===== config.mk =====
export PLATFORM = sky130hd
export DESIGN_NAME = centered_colorkey_blit_top
export DESIGN_NICKNAME = d
export VERILOG_FILES = /design/src/cck_pkg.sv /design/src/cck_regs.sv /design/src/cck_raster.sv /design/src/cck_map.sv /design/src/centered_colorkey_blit_top.sv
export SDC_FILE = /design/constraint.sdc
export NUM_CORES = 1
export LEC_CHECK = 0
export BUFFER_PORTS_ARGS = -buffer_cell sky130_fd_sc_hd__buf_4
export CAP_MARGIN = 30
export CORE_UTILIZATION = 45
export CTS_BUF_LIST = sky130_fd_sc_hd__clkbuf_16
export DETAILED_ROUTE_END_ITERATION = 6
export PLACE_DENSITY = 0.68
export SLEW_MARGIN = 30
export SYNTH_ARGS = -nofsm -noshare
export SYNTH_HDL_FRONTEND = slang
export SYNTH_SLANG_ARGS = --single-unit

===== constraint.sdc =====
create_clock -name clk_i -period 14.6 [get_ports clk_i]
set_clock_uncertainty 0.2 [all_clocks]
set_input_delay 0.73 -clock clk_i [delete_from_list [all_inputs] [get_ports clk_i]]
set_output_delay 0.73 -clock clk_i [all_outputs]
set_load 0.02 [all_outputs]

===== src/cck_pkg.sv =====
// Shared constants and helpers for the centered color-key blitter.
// No dependencies; used by every module of the block.
package cck_pkg;

  localparam int unsigned ADDR_W  = 48;
  localparam int unsigned PIX_W   = 32;
  localparam int unsigned COLOR_W = 24;
  localparam int unsigned APB_DW  = 64;
  localparam int unsigned APB_AW  = 6;
  localparam int unsigned REG_IW  = 3;

  // register indexes (paddr[5:3])
  localparam logic [REG_IW-1:0] REG_FRAME_BASE    = 3'd0;
  localparam logic [REG_IW-1:0] REG_SCREEN_WIDTH  = 3'd1;
  localparam logic [REG_IW-1:0] REG_SCREEN_HEIGHT = 3'd2;
  localparam logic [REG_IW-1:0] REG_LINE_PITCH    = 3'd3;
  localparam logic [REG_IW-1:0] REG_BYTE_ORDER    = 3'd4;
  localparam logic [REG_IW-1:0] REG_IMAGE_WIDTH   = 3'd5;
  localparam logic [REG_IW-1:0] REG_IMAGE_HEIGHT  = 3'd6;

  localparam logic ORDER_BGR = 1'b1;

  // 0xXXRRGGBB -> 0xBBGGRR (RGB memory order) or 0xRRGGBB (BGR memory order)
  function automatic logic [COLOR_W-1:0] pack_colour(input logic [PIX_W-1:0] px,
                                                    input logic order);
    logic [7:0] r;
    logic [7:0] g;
    logic [7:0] b;
    r = px[23:16];
    g = px[15:8];
    b = px[7:0];
    if (order == ORDER_BGR) begin
      return {r, g, b};
    end
    return {b, g, r};
  endfunction

endpackage


===== src/cck_regs.sv =====
// APB configuration registers of the blitter.
// Depends on cck_pkg for register indexes and widths.
module cck_regs #(
  parameter int unsigned DIM_BITS = 13
) (
  input  logic                        clk_i,
  input  logic                        rst_ni,
  input  logic                        psel,
  input  logic                        penable,
  input  logic                        pwrite,
  input  logic [cck_pkg::APB_AW-1:0]  paddr,
  input  logic [cck_pkg::APB_DW-1:0]  pwdata,
  output logic [cck_pkg::APB_DW-1:0]  prdata,
  output logic                        pready,
  output logic [cck_pkg::ADDR_W-1:0]  frame_base_o,
  output logic [DIM_BITS-1:0]         screen_width_o,
  output logic [DIM_BITS-1:0]         screen_height_o,
  output logic [DIM_BITS-1:0]         line_pitch_o,
  output logic                        byte_order_o,
  output logic [DIM_BITS-1:0]         image_width_o,
  output logic [DIM_BITS-1:0]         image_height_o
);

  logic [cck_pkg::ADDR_W-1:0] frame_base_q;
  logic [DIM_BITS-1:0]        screen_width_q;
  logic [DIM_BITS-1:0]        screen_height_q;
  logic [DIM_BITS-1:0]        line_pitch_q;
  logic                       byte_order_q;
  logic [DIM_BITS-1:0]        image_width_q;
  logic [DIM_BITS-1:0]        image_height_q;
  logic                       wr_en;
  logic [cck_pkg::REG_IW-1:0] reg_idx;

  assign pready  = 1'b1;
  assign wr_en   = psel && penable && pwrite && pready;
  // 8-byte register spacing, low address bits ignored
  assign reg_idx = paddr[cck_pkg::APB_AW-1:3];

  always_ff @(posedge clk_i or negedge rst_ni) begin
    if (!rst_ni) begin
      frame_base_q    <= '0;
      screen_width_q  <= '0;
      screen_height_q <= '0;
      line_pitch_q    <= '0;
      byte_order_q    <= 1'b0;
      image_width_q   <= '0;
      image_height_q  <= '0;
    end else if (wr_en) begin
      case (reg_idx)
        cck_pkg::REG_FRAME_BASE:    frame_base_q    <= pwdata[cck_pkg::ADDR_W-1:0];
        cck_pkg::REG_SCREEN_WIDTH:  screen_width_q  <= pwdata[DIM_BITS-1:0];
        cck_pkg::REG_SCREEN_HEIGHT: screen_height_q <= pwdata[DIM_BITS-1:0];
        cck_pkg::REG_LINE_PITCH:    line_pitch_q    <= pwdata[DIM_BITS-1:0];
        cck_pkg::REG_BYTE_ORDER:    byte_order_q    <= pwdata[0];
        cck_pkg::REG_IMAGE_WIDTH:   image_width_q   <= pwdata[DIM_BITS-1:0];
        cck_pkg::REG_IMAGE_HEIGHT:  image_height_q  <= pwdata[DIM_BITS-1:0];
        default: ;
      endcase
    end
  end

  always_comb begin
    case (reg_idx)
      cck_pkg::REG_FRAME_BASE:    prdata = cck_pkg::APB_DW'(frame_base_q);
      cck_pkg::REG_SCREEN_WIDTH:  prdata = cck_pkg::APB_DW'(screen_width_q);
      cck_pkg::REG_SCREEN_HEIGHT: prdata = cck_pkg::APB_DW'(screen_height_q);
      cck_pkg::REG_LINE_PITCH:    prdata = cck_pkg::APB_DW'(line_pitch_q);
      cck_pkg::REG_BYTE_ORDER:    prdata = cck_pkg::APB_DW'(byte_order_q);
      cck_pkg::REG_IMAGE_WIDTH:   prdata = cck_pkg::APB_DW'(image_width_q);
      cck_pkg::REG_IMAGE_HEIGHT:  prdata = cck_pkg::APB_DW'(image_height_q);
      default:                    prdata = '0;
    endcase
  end

  assign frame_base_o    = frame_base_q;
  assign screen_width_o  = screen_width_q;
  assign screen_height_o = screen_height_q;
  assign line_pitch_o    = line_pitch_q;
  assign byte_order_o    = byte_order_q;
  assign image_width_o   = image_width_q;
  assign image_height_o  = image_height_q;

endmodule


===== src/cck_raster.sv =====
// Input register and raster column/row counters of the blitter.
// Depends on cck_pkg for the pixel width.
module cck_raster #(
  parameter int unsigned DIM_BITS = 13
) (
  input  logic                      clk_i,
  input  logic                      rst_ni,
  input  logic                      s_axis_tvalid,
  output logic                      s_axis_tready,
  input  logic [cck_pkg::PIX_W-1:0] s_axis_tdata,   // [31:0] source_pixel
  input  logic [DIM_BITS-1:0]       image_width_i,
  input  logic [DIM_BITS-1:0]       image_height_i,
  input  logic                      stage_en_i,
  output logic                      pix_valid_o,
  output logic [cck_pkg::PIX_W-1:0] pix_o,
  output logic [DIM_BITS-1:0]       col_o,
  output logic [DIM_BITS-1:0]       row_o
);

  logic                      in_valid_q, in_valid_d;
  logic [cck_pkg::PIX_W-1:0] pix_q;
  logic [DIM_BITS-1:0]       pcol_q, prow_q;
  logic [DIM_BITS-1:0]       col_q, col_d;
  logic [DIM_BITS-1:0]       row_q, row_d;
  logic [DIM_BITS:0]         col_inc, row_inc;
  logic                      accept;

  assign s_axis_tready = !in_valid_q || stage_en_i;
  assign accept        = s_axis_tvalid && s_axis_tready;
  assign col_inc       = {1'b0, col_q} + 1'b1;
  assign row_inc       = {1'b0, row_q} + 1'b1;

  always_comb begin
    in_valid_d = accept ? 1'b1 : (in_valid_q && !stage_en_i);
    col_d      = col_q;
    row_d      = row_q;
    if (accept) begin
      if (image_width_i == '0 || image_height_i == '0) begin
        col_d = '0;
        row_d = '0;
      end else if (col_inc >= {1'b0, image_width_i}) begin
        col_d = '0;
        row_d = (row_inc >= {1'b0, image_height_i}) ? '0 : row_inc[DIM_BITS-1:0];
      end else begin
        col_d = col_inc[DIM_BITS-1:0];
      end
    end
  end

  always_ff @(posedge clk_i or negedge rst_ni) begin
    if (!rst_ni) begin
      in_valid_q <= 1'b0;
      col_q      <= '0;
      row_q      <= '0;
    end else begin
      in_valid_q <= in_valid_d;
      col_q      <= col_d;
      row_q      <= row_d;
    end
  end

  // pixel and its raster position, captured together
  always_ff @(posedge clk_i) begin
    if (accept) begin
      pix_q  <= s_axis_tdata;
      pcol_q <= col_q;
      prow_q <= row_q;
    end
  end

  assign pix_valid_o = in_valid_q;
  assign pix_o       = pix_q;
  assign col_o       = pcol_q;
  assign row_o       = prow_q;

endmodule


===== src/cck_map.sv =====
// Screen placement, clipping, color key and address math, with the result register.
// Depends on cck_pkg for widths and pack_colour.
module cck_map #(
  parameter int unsigned DIM_BITS = 13
) (
  input  logic                                        clk_i,
  input  logic                                        rst_ni,
  input  logic [cck_pkg::ADDR_W-1:0]                  frame_base_i,
  input  logic [DIM_BITS-1:0]                         screen_width_i,
  input  logic [DIM_BITS-1:0]                         screen_height_i,
  input  logic [DIM_BITS-1:0]                         line_pitch_i,
  input  logic                                        byte_order_i,
  input  logic [DIM_BITS-1:0]                         image_width_i,
  input  logic [DIM_BITS-1:0]                         image_height_i,
  input  logic                                        pix_valid_i,
  input  logic [cck_pkg::PIX_W-1:0]                   pix_i,
  input  logic [DIM_BITS-1:0]                         col_i,
  input  logic [DIM_BITS-1:0]                         row_i,
  output logic                                        stage_en_o,
  output logic                                        m_axis_tvalid,
  input  logic                                        m_axis_tready,
  output logic [cck_pkg::ADDR_W+cck_pkg::COLOR_W-1:0] m_axis_tdata
);

  localparam int unsigned SW  = DIM_BITS + 2;      // signed position width
  localparam int unsigned IDW = 2 * DIM_BITS + 1;  // pixel index width

  logic signed [SW-1:0] xdiff, ydiff, x0, y0, dx, dy;
  logic                 dx_ok, dy_ok, emit;
  logic [2*DIM_BITS-1:0] prod;
  logic [IDW-1:0]        idx;
  logic [cck_pkg::ADDR_W-1:0]  addr;
  logic                        out_valid_q, out_valid_d;
  logic [cck_pkg::ADDR_W-1:0]  addr_q;
  logic [cck_pkg::COLOR_W-1:0] data_q;

  assign xdiff = $signed({2'b00, screen_width_i}) - $signed({2'b00, image_width_i});
  assign ydiff = $signed({2'b00, screen_height_i}) - $signed({2'b00, image_height_i});
  // halve, rounding toward zero
  assign x0 = (xdiff + $signed(SW'(xdiff[SW-1]))) >>> 1;
  assign y0 = (ydiff + $signed(SW'(ydiff[SW-1]))) >>> 1;
  assign dx = x0 + $signed({2'b00, col_i});
  assign dy = y0 + $signed({2'b00, row_i});

  assign dx_ok = !dx[SW-1] && (dx[SW-2:0] < {1'b0, screen_width_i});
  assign dy_ok = !dy[SW-1] && (dy[SW-2:0] < {1'b0, screen_height_i});

  assign emit = (frame_base_i != '0) && (screen_width_i != '0) && (screen_height_i != '0)
             && (col_i < image_width_i) && (row_i < image_height_i)
             && (pix_i != '0) && dx_ok && dy_ok;

  assign prod = dy[DIM_BITS-1:0] * line_pitch_i;
  assign idx  = {1'b0, prod} + IDW'(dx[DIM_BITS-1:0]);
  assign addr = frame_base_i + cck_pkg::ADDR_W'({idx, 2'b00});

  assign stage_en_o  = !out_valid_q || m_axis_tready;
  assign out_valid_d = stage_en_o ? (pix_valid_i && emit) : out_valid_q;

  always_ff @(posedge clk_i or negedge rst_ni) begin
    if (!rst_ni) begin
      out_valid_q <= 1'b0;
    end else begin
      out_valid_q <= out_valid_d;
    end
  end

  always_ff @(posedge clk_i) begin
    if (stage_en_o && pix_valid_i && emit) begin
      addr_q <= addr;
      data_q <= cck_pkg::pack_colour(pix_i, byte_order_i);
    end
  end

  assign m_axis_tvalid = out_valid_q;
  assign m_axis_tdata  = {data_q, addr_q};

endmodule


===== src/centered_colorkey_blit_top.sv =====
// Centered color-key blitter: placement of source pixels into a framebuffer.
// Instantiates cck_regs, cck_raster and cck_map; uses cck_pkg.
//
// Takes one 32-bit source pixel per clock in raster order while the output is not
// stalled; the input register and the result register form a two-stage pipeline
// with a single 13x13 multiply and a 48-bit add between them, and give at most one
// framebuffer write per pixel. The image is centered on the screen, clipped at its
// edges, and all-zero pixels are skipped. The user must write registers over APB
// only while no pixel is in flight; the block itself does not enforce this.
module centered_colorkey_blit_top #(
  parameter int unsigned DIM_BITS = 13
) (
  input  logic                                        clk_i,
  input  logic                                        rst_ni,
  input  logic                                        s_axis_tvalid,
  output logic                                        s_axis_tready,
  input  logic [cck_pkg::PIX_W-1:0]                   s_axis_tdata,  // [31:0] source_pixel
  output logic                                        m_axis_tvalid,
  input  logic                                        m_axis_tready,
  // [47:0] write_address, [71:48] write_data
  output logic [cck_pkg::ADDR_W+cck_pkg::COLOR_W-1:0] m_axis_tdata,
  input  logic                                        psel,
  input  logic                                        penable,
  input  logic                                        pwrite,
  input  logic [cck_pkg::APB_AW-1:0]                  paddr,
  input  logic [cck_pkg::APB_DW-1:0]                  pwdata,
  output logic [cck_pkg::APB_DW-1:0]                  prdata,
  output logic                                        pready
);

  logic [cck_pkg::ADDR_W-1:0] frame_base;
  logic [DIM_BITS-1:0]        screen_width, screen_height, line_pitch;
  logic [DIM_BITS-1:0]        image_width, image_height;
  logic                       byte_order;
  logic                       stage_en, pix_valid;
  logic [cck_pkg::PIX_W-1:0]  pix;
  logic [DIM_BITS-1:0]        col, row;

  cck_regs #(.DIM_BITS(DIM_BITS)) u_regs (
    .clk_i,
    .rst_ni,
    .psel,
    .penable,
    .pwrite,
    .paddr,
    .pwdata,
    .prdata,
    .pready,
    .frame_base_o    (frame_base),
    .screen_width_o  (screen_width),
    .screen_height_o (screen_height),
    .line_pitch_o    (line_pitch),
    .byte_order_o    (byte_order),
    .image_width_o   (image_width),
    .image_height_o  (image_height)
  );

  cck_raster #(.DIM_BITS(DIM_BITS)) u_raster (
    .clk_i,
    .rst_ni,
    .s_axis_tvalid,
    .s_axis_tready,
    .s_axis_tdata,
    .image_width_i  (image_width),
    .image_height_i (image_height),
    .stage_en_i     (stage_en),
    .pix_valid_o    (pix_valid),
    .pix_o          (pix),
    .col_o          (col),
    .row_o          (row)
  );

  cck_map #(.DIM_BITS(DIM_BITS)) u_map (
    .clk_i,
    .rst_ni,
    .frame_base_i    (frame_base),
    .screen_width_i  (screen_width),
    .screen_height_i (screen_height),
    .line_pitch_i    (line_pitch),
    .byte_order_i    (byte_order),
    .image_width_i   (image_width),
    .image_height_i  (image_height),
    .pix_valid_i     (pix_valid),
    .pix_i           (pix),
    .col_i           (col),
    .row_i           (row),
    .stage_en_o      (stage_en),
    .m_axis_tvalid,
    .m_axis_tready,
    .m_axis_tdata
  );

endmodule


==> results.md <==
- Outcome: complete, but fails checks
- Failing checks: design-rule violations
- Die area: 0.0531 mm²
- Diode count: 0
- H-tree levels: 1
- Top_reg_cell synth: dfrtp_1
- Area added between synthesis and finish: 14.2%
- Async set-or-reset flop fraction in the synthesized netlist: 52.2%
- Clock sinks: 272
- Crit end category: register
- CP required: 14.72 ns
- Drt pass-1 iters: 7
- Total GRT Usage: 23.3%
- Synth area leaders: edfxtp_1 (17%), dfrtp_1 (15%), ha_1 (13%)
- Synthesized area: 0.0235 mm²
- Post-Synthesis Cells: 2,354
- Reg2Reg Setup Slack: 1.16 ns
- Hold Path End: u_raster.pix_o[19]$_DFFE_PP_
- Avg WL per Cell: 19.1 µm
- First-pass GRT wire length: 98,100 µm
- WS Path Type: reg -> reg
- Top cell by count, worst path: a21o_1
- Post-DRT Antenna Nets: 0
- Final hold vios: 0
- Synth Warn #: 0
- Setup violation total in the final timing report: 0
- Hold Crit Class: in -> reg
- Slew Viols, Final: 0
- Clk Latency, worst-skew pair: 0.61 ns
- Clock Tree Root: clkbuf_16
- CP bufs+invs: 6
- Iteration-0 DRC Markers: 1,118
- GPL Wtd Cong: 0.901
- Total Nets Final: 3,051
- Hold Path Depth: 1
- Pin count of the biggest net entering global routing: 63
- DIE HEIGHT: 231 µm
- Clock transition at path regs: 0.06 ns
- Initial Util: 45.6%
- Pre-CTS WS: 1.36 ns
- Leading area contributor after synthesis: edfxtp_1
- CTS Buf Count: 30
- Vias in the first global route: 18.2k
- CTS tree: yes
- Reg-to-reg startpoint: u_regs.image_height_o[4]$_DFFE_PN0P_
- # rows: 83
- Max-slew headroom: 38.4%
- Reg-to-reg endpoint: u_map.addr_q[36]$_DFFE_PP_
- Cell variety after synth: 74
- Max incr delay on CP: 0.56 ns
- Type of origin of the critical path: register
- Max capacitance violation total: 0
- Core Box Area: 0.0515 mm²
- Vias per inst: 5.59
- Fmax: 74.4 MHz
- Clock buffer depth: 3
- Post-CTS sizing: 0
- Maximum fanout along the worst path: 14
- Die Span X: 231 µm
- Commonest non-fill, non-tap cell in the layout: inv_1
- Number of flops mapped to enable cells by yosys: 130
- Hold path start: s_axis_tdata[19]
- Final worst-path cycle share: 92.0%
- Fraction of layout cells with a size suffix above 1: 16.2%
- Most frequent cells in the layout: inv_1 (254), ha_1 (253), buf_4 (234)
- Dpl hpwl: 49,600 µm
- RSZ-0062 raised after global routing: no
- Post-CTS Setup Repair Bufs: 0
- Port Buf Inserts: 211
- Grt total ovfl: 0
- Fin crit period: 13.44 ns
- CP max-delay cell: o41ai_1
- Final core utilization: 52.1%
- Crit path arrival time: 13.56 ns
- Area of the multi-input gates: 0.0148 mm²
- # placed instances: 3,200
- CP top delay family: compound AO/OA/AOI/OAI gates
- Via Count: 18.2k
- Initial antenna violation count: 0
- Register area: 0.00746 mm²
- Setup slack after layout: 1.16 ns
- Cells on worst reg2reg path: 52
- Slew @ Worst Pin: 0.923 ns
- Share of the synthesized area in the top cell type: 16.6%
- # fillers: 4,591
- Flops & latches, synth: 272
- Sum Neg Setup Slack: 0 ns
- Detailed Route WL: 62,300 µm
- Synth Area per Inst: 9.98 µm²
- I/O pins: 248
- Sequential area share after synthesis: 31.7%
- DR DRC count: 3
- Finished Layout Cells: 3,257
## flip-flops by register name, indices dropped and copies added, names as in the netlist
name                    flops
u_map.addr_q               48
u_regs.frame_base_o        48
u_raster.pix_o             32
u_map.data_q               24
u_raster.col_o             13
u_raster.col_q             13
u_raster.row_o             13
u_raster.row_q             13
u_regs.image_height_o      13
u_regs.image_width_o       13
u_regs.line_pitch_o        13
u_regs.screen_height_o     13
u_regs.screen_width_o      13
u_map.m_axis_tvalid         1
u_raster.pix_valid_o        1
u_regs.byte_order_o         1
## final cells by class
| class | instances | share of cell area (%) |
|---|---|---|
| Sequential cell | 272 | 27.8 |
| Timing Repair Buffer | 236 | 6.63 |
| Inverter | 250 | 3.50 |
| Tap cell | 680 | 3.17 |
| Clock inverter | 26 | 0.867 |
| Multi-Input combinational cell | 1763 | 55.2 |
| Clock buffer | 30 | 2.80 |
## timing repair
action	in CTS	in global routing
hold endpoints to repair	50	0
endpoints found under the setup margin	0	0
hold buffers	1	0
## kinds of logic after synthesis
logic type	after synthesis	synth area share, %
simple gates	678	14.8
compound gates	412	11.4
fa+ha+maj	389	25.1
buf+inv	334	5.61
flops	272	31.7
xor+xnor	144	5.37
mux	123	6.02
other cells	2	0.0320
## stage by stage
stage,hold WS [ns],instance area [µm²]
2_1_floorplan,0.227,23600
3_3_place_gp,0.233,25800
3_5_place_dp,0.235,25800
4_1_cts,0.0752,26800
5_1_grt,0.0777,26800
6_report,0.0964,26800
## synth_stat cells (all sizes together) (5+ instances only)
library cell	number
buf	23
nor2b	23
o211ai	12
o21bai	10
and2	120
o31a	6
a31o	5
inv	250
nand4b	6
clkbuf	61
a2111oi	6
a31oi	10
nand2	211
o31ai	6
xnor2	98
a22o	16
o21a	24
o21ai	115
mux2i	12
nand3b	6
a21oi	93
nor3b	10
nor4	40
edfxtp	130
nand3	44
nand2b	22
or2	5
and3	31
a211oi	12
dfrtp	142
a21o	49
fa	136
xor2	46
a211o	5
ha	253
mux2	107
nand4	22
nor3	27
a22oi	13
nor2	95
## per-layer routing
metal,global-route usage [%],vias up,share of wire [%]
met1,30.4,8902,43
met3,3.74,134,6.3
met5,0,-,0
met4,8.55,0,3.9
li1,-,8572,-
met2,39.1,614,47
## worst max path at each step
stage	start	endpoint	slack, ns	depth (start not counted)
4_1_cts	u_regs.image_height_o[4]$_DFFE_PN0P_	u_map.addr_q[36]$_DFFE_PP_	1.30	52
3_5_place_dp	u_regs.image_height_o[4]$_DFFE_PN0P_	u_map.addr_q[36]$_DFFE_PP_	1.36	52
3_3_place_gp	u_regs.image_height_o[4]$_DFFE_PN0P_	u_map.addr_q[36]$_DFFE_PP_	1.62	52
2_1_floorplan	u_regs.image_height_o[4]$_DFFE_PN0P_	u_map.addr_q[0]$_DFFE_PP_	1.45	30
6_report	u_regs.image_height_o[4]$_DFFE_PN0P_	u_map.addr_q[36]$_DFFE_PP_	1.16	52
5_1_grt	u_regs.image_height_o[4]$_DFFE_PN0P_	u_map.addr_q[36]$_DFFE_PP_	0.33	52
Power is left out: the tool's default activity adds up to more than one toggle a clock period on the data nets, which glitch-free logic cannot reach.
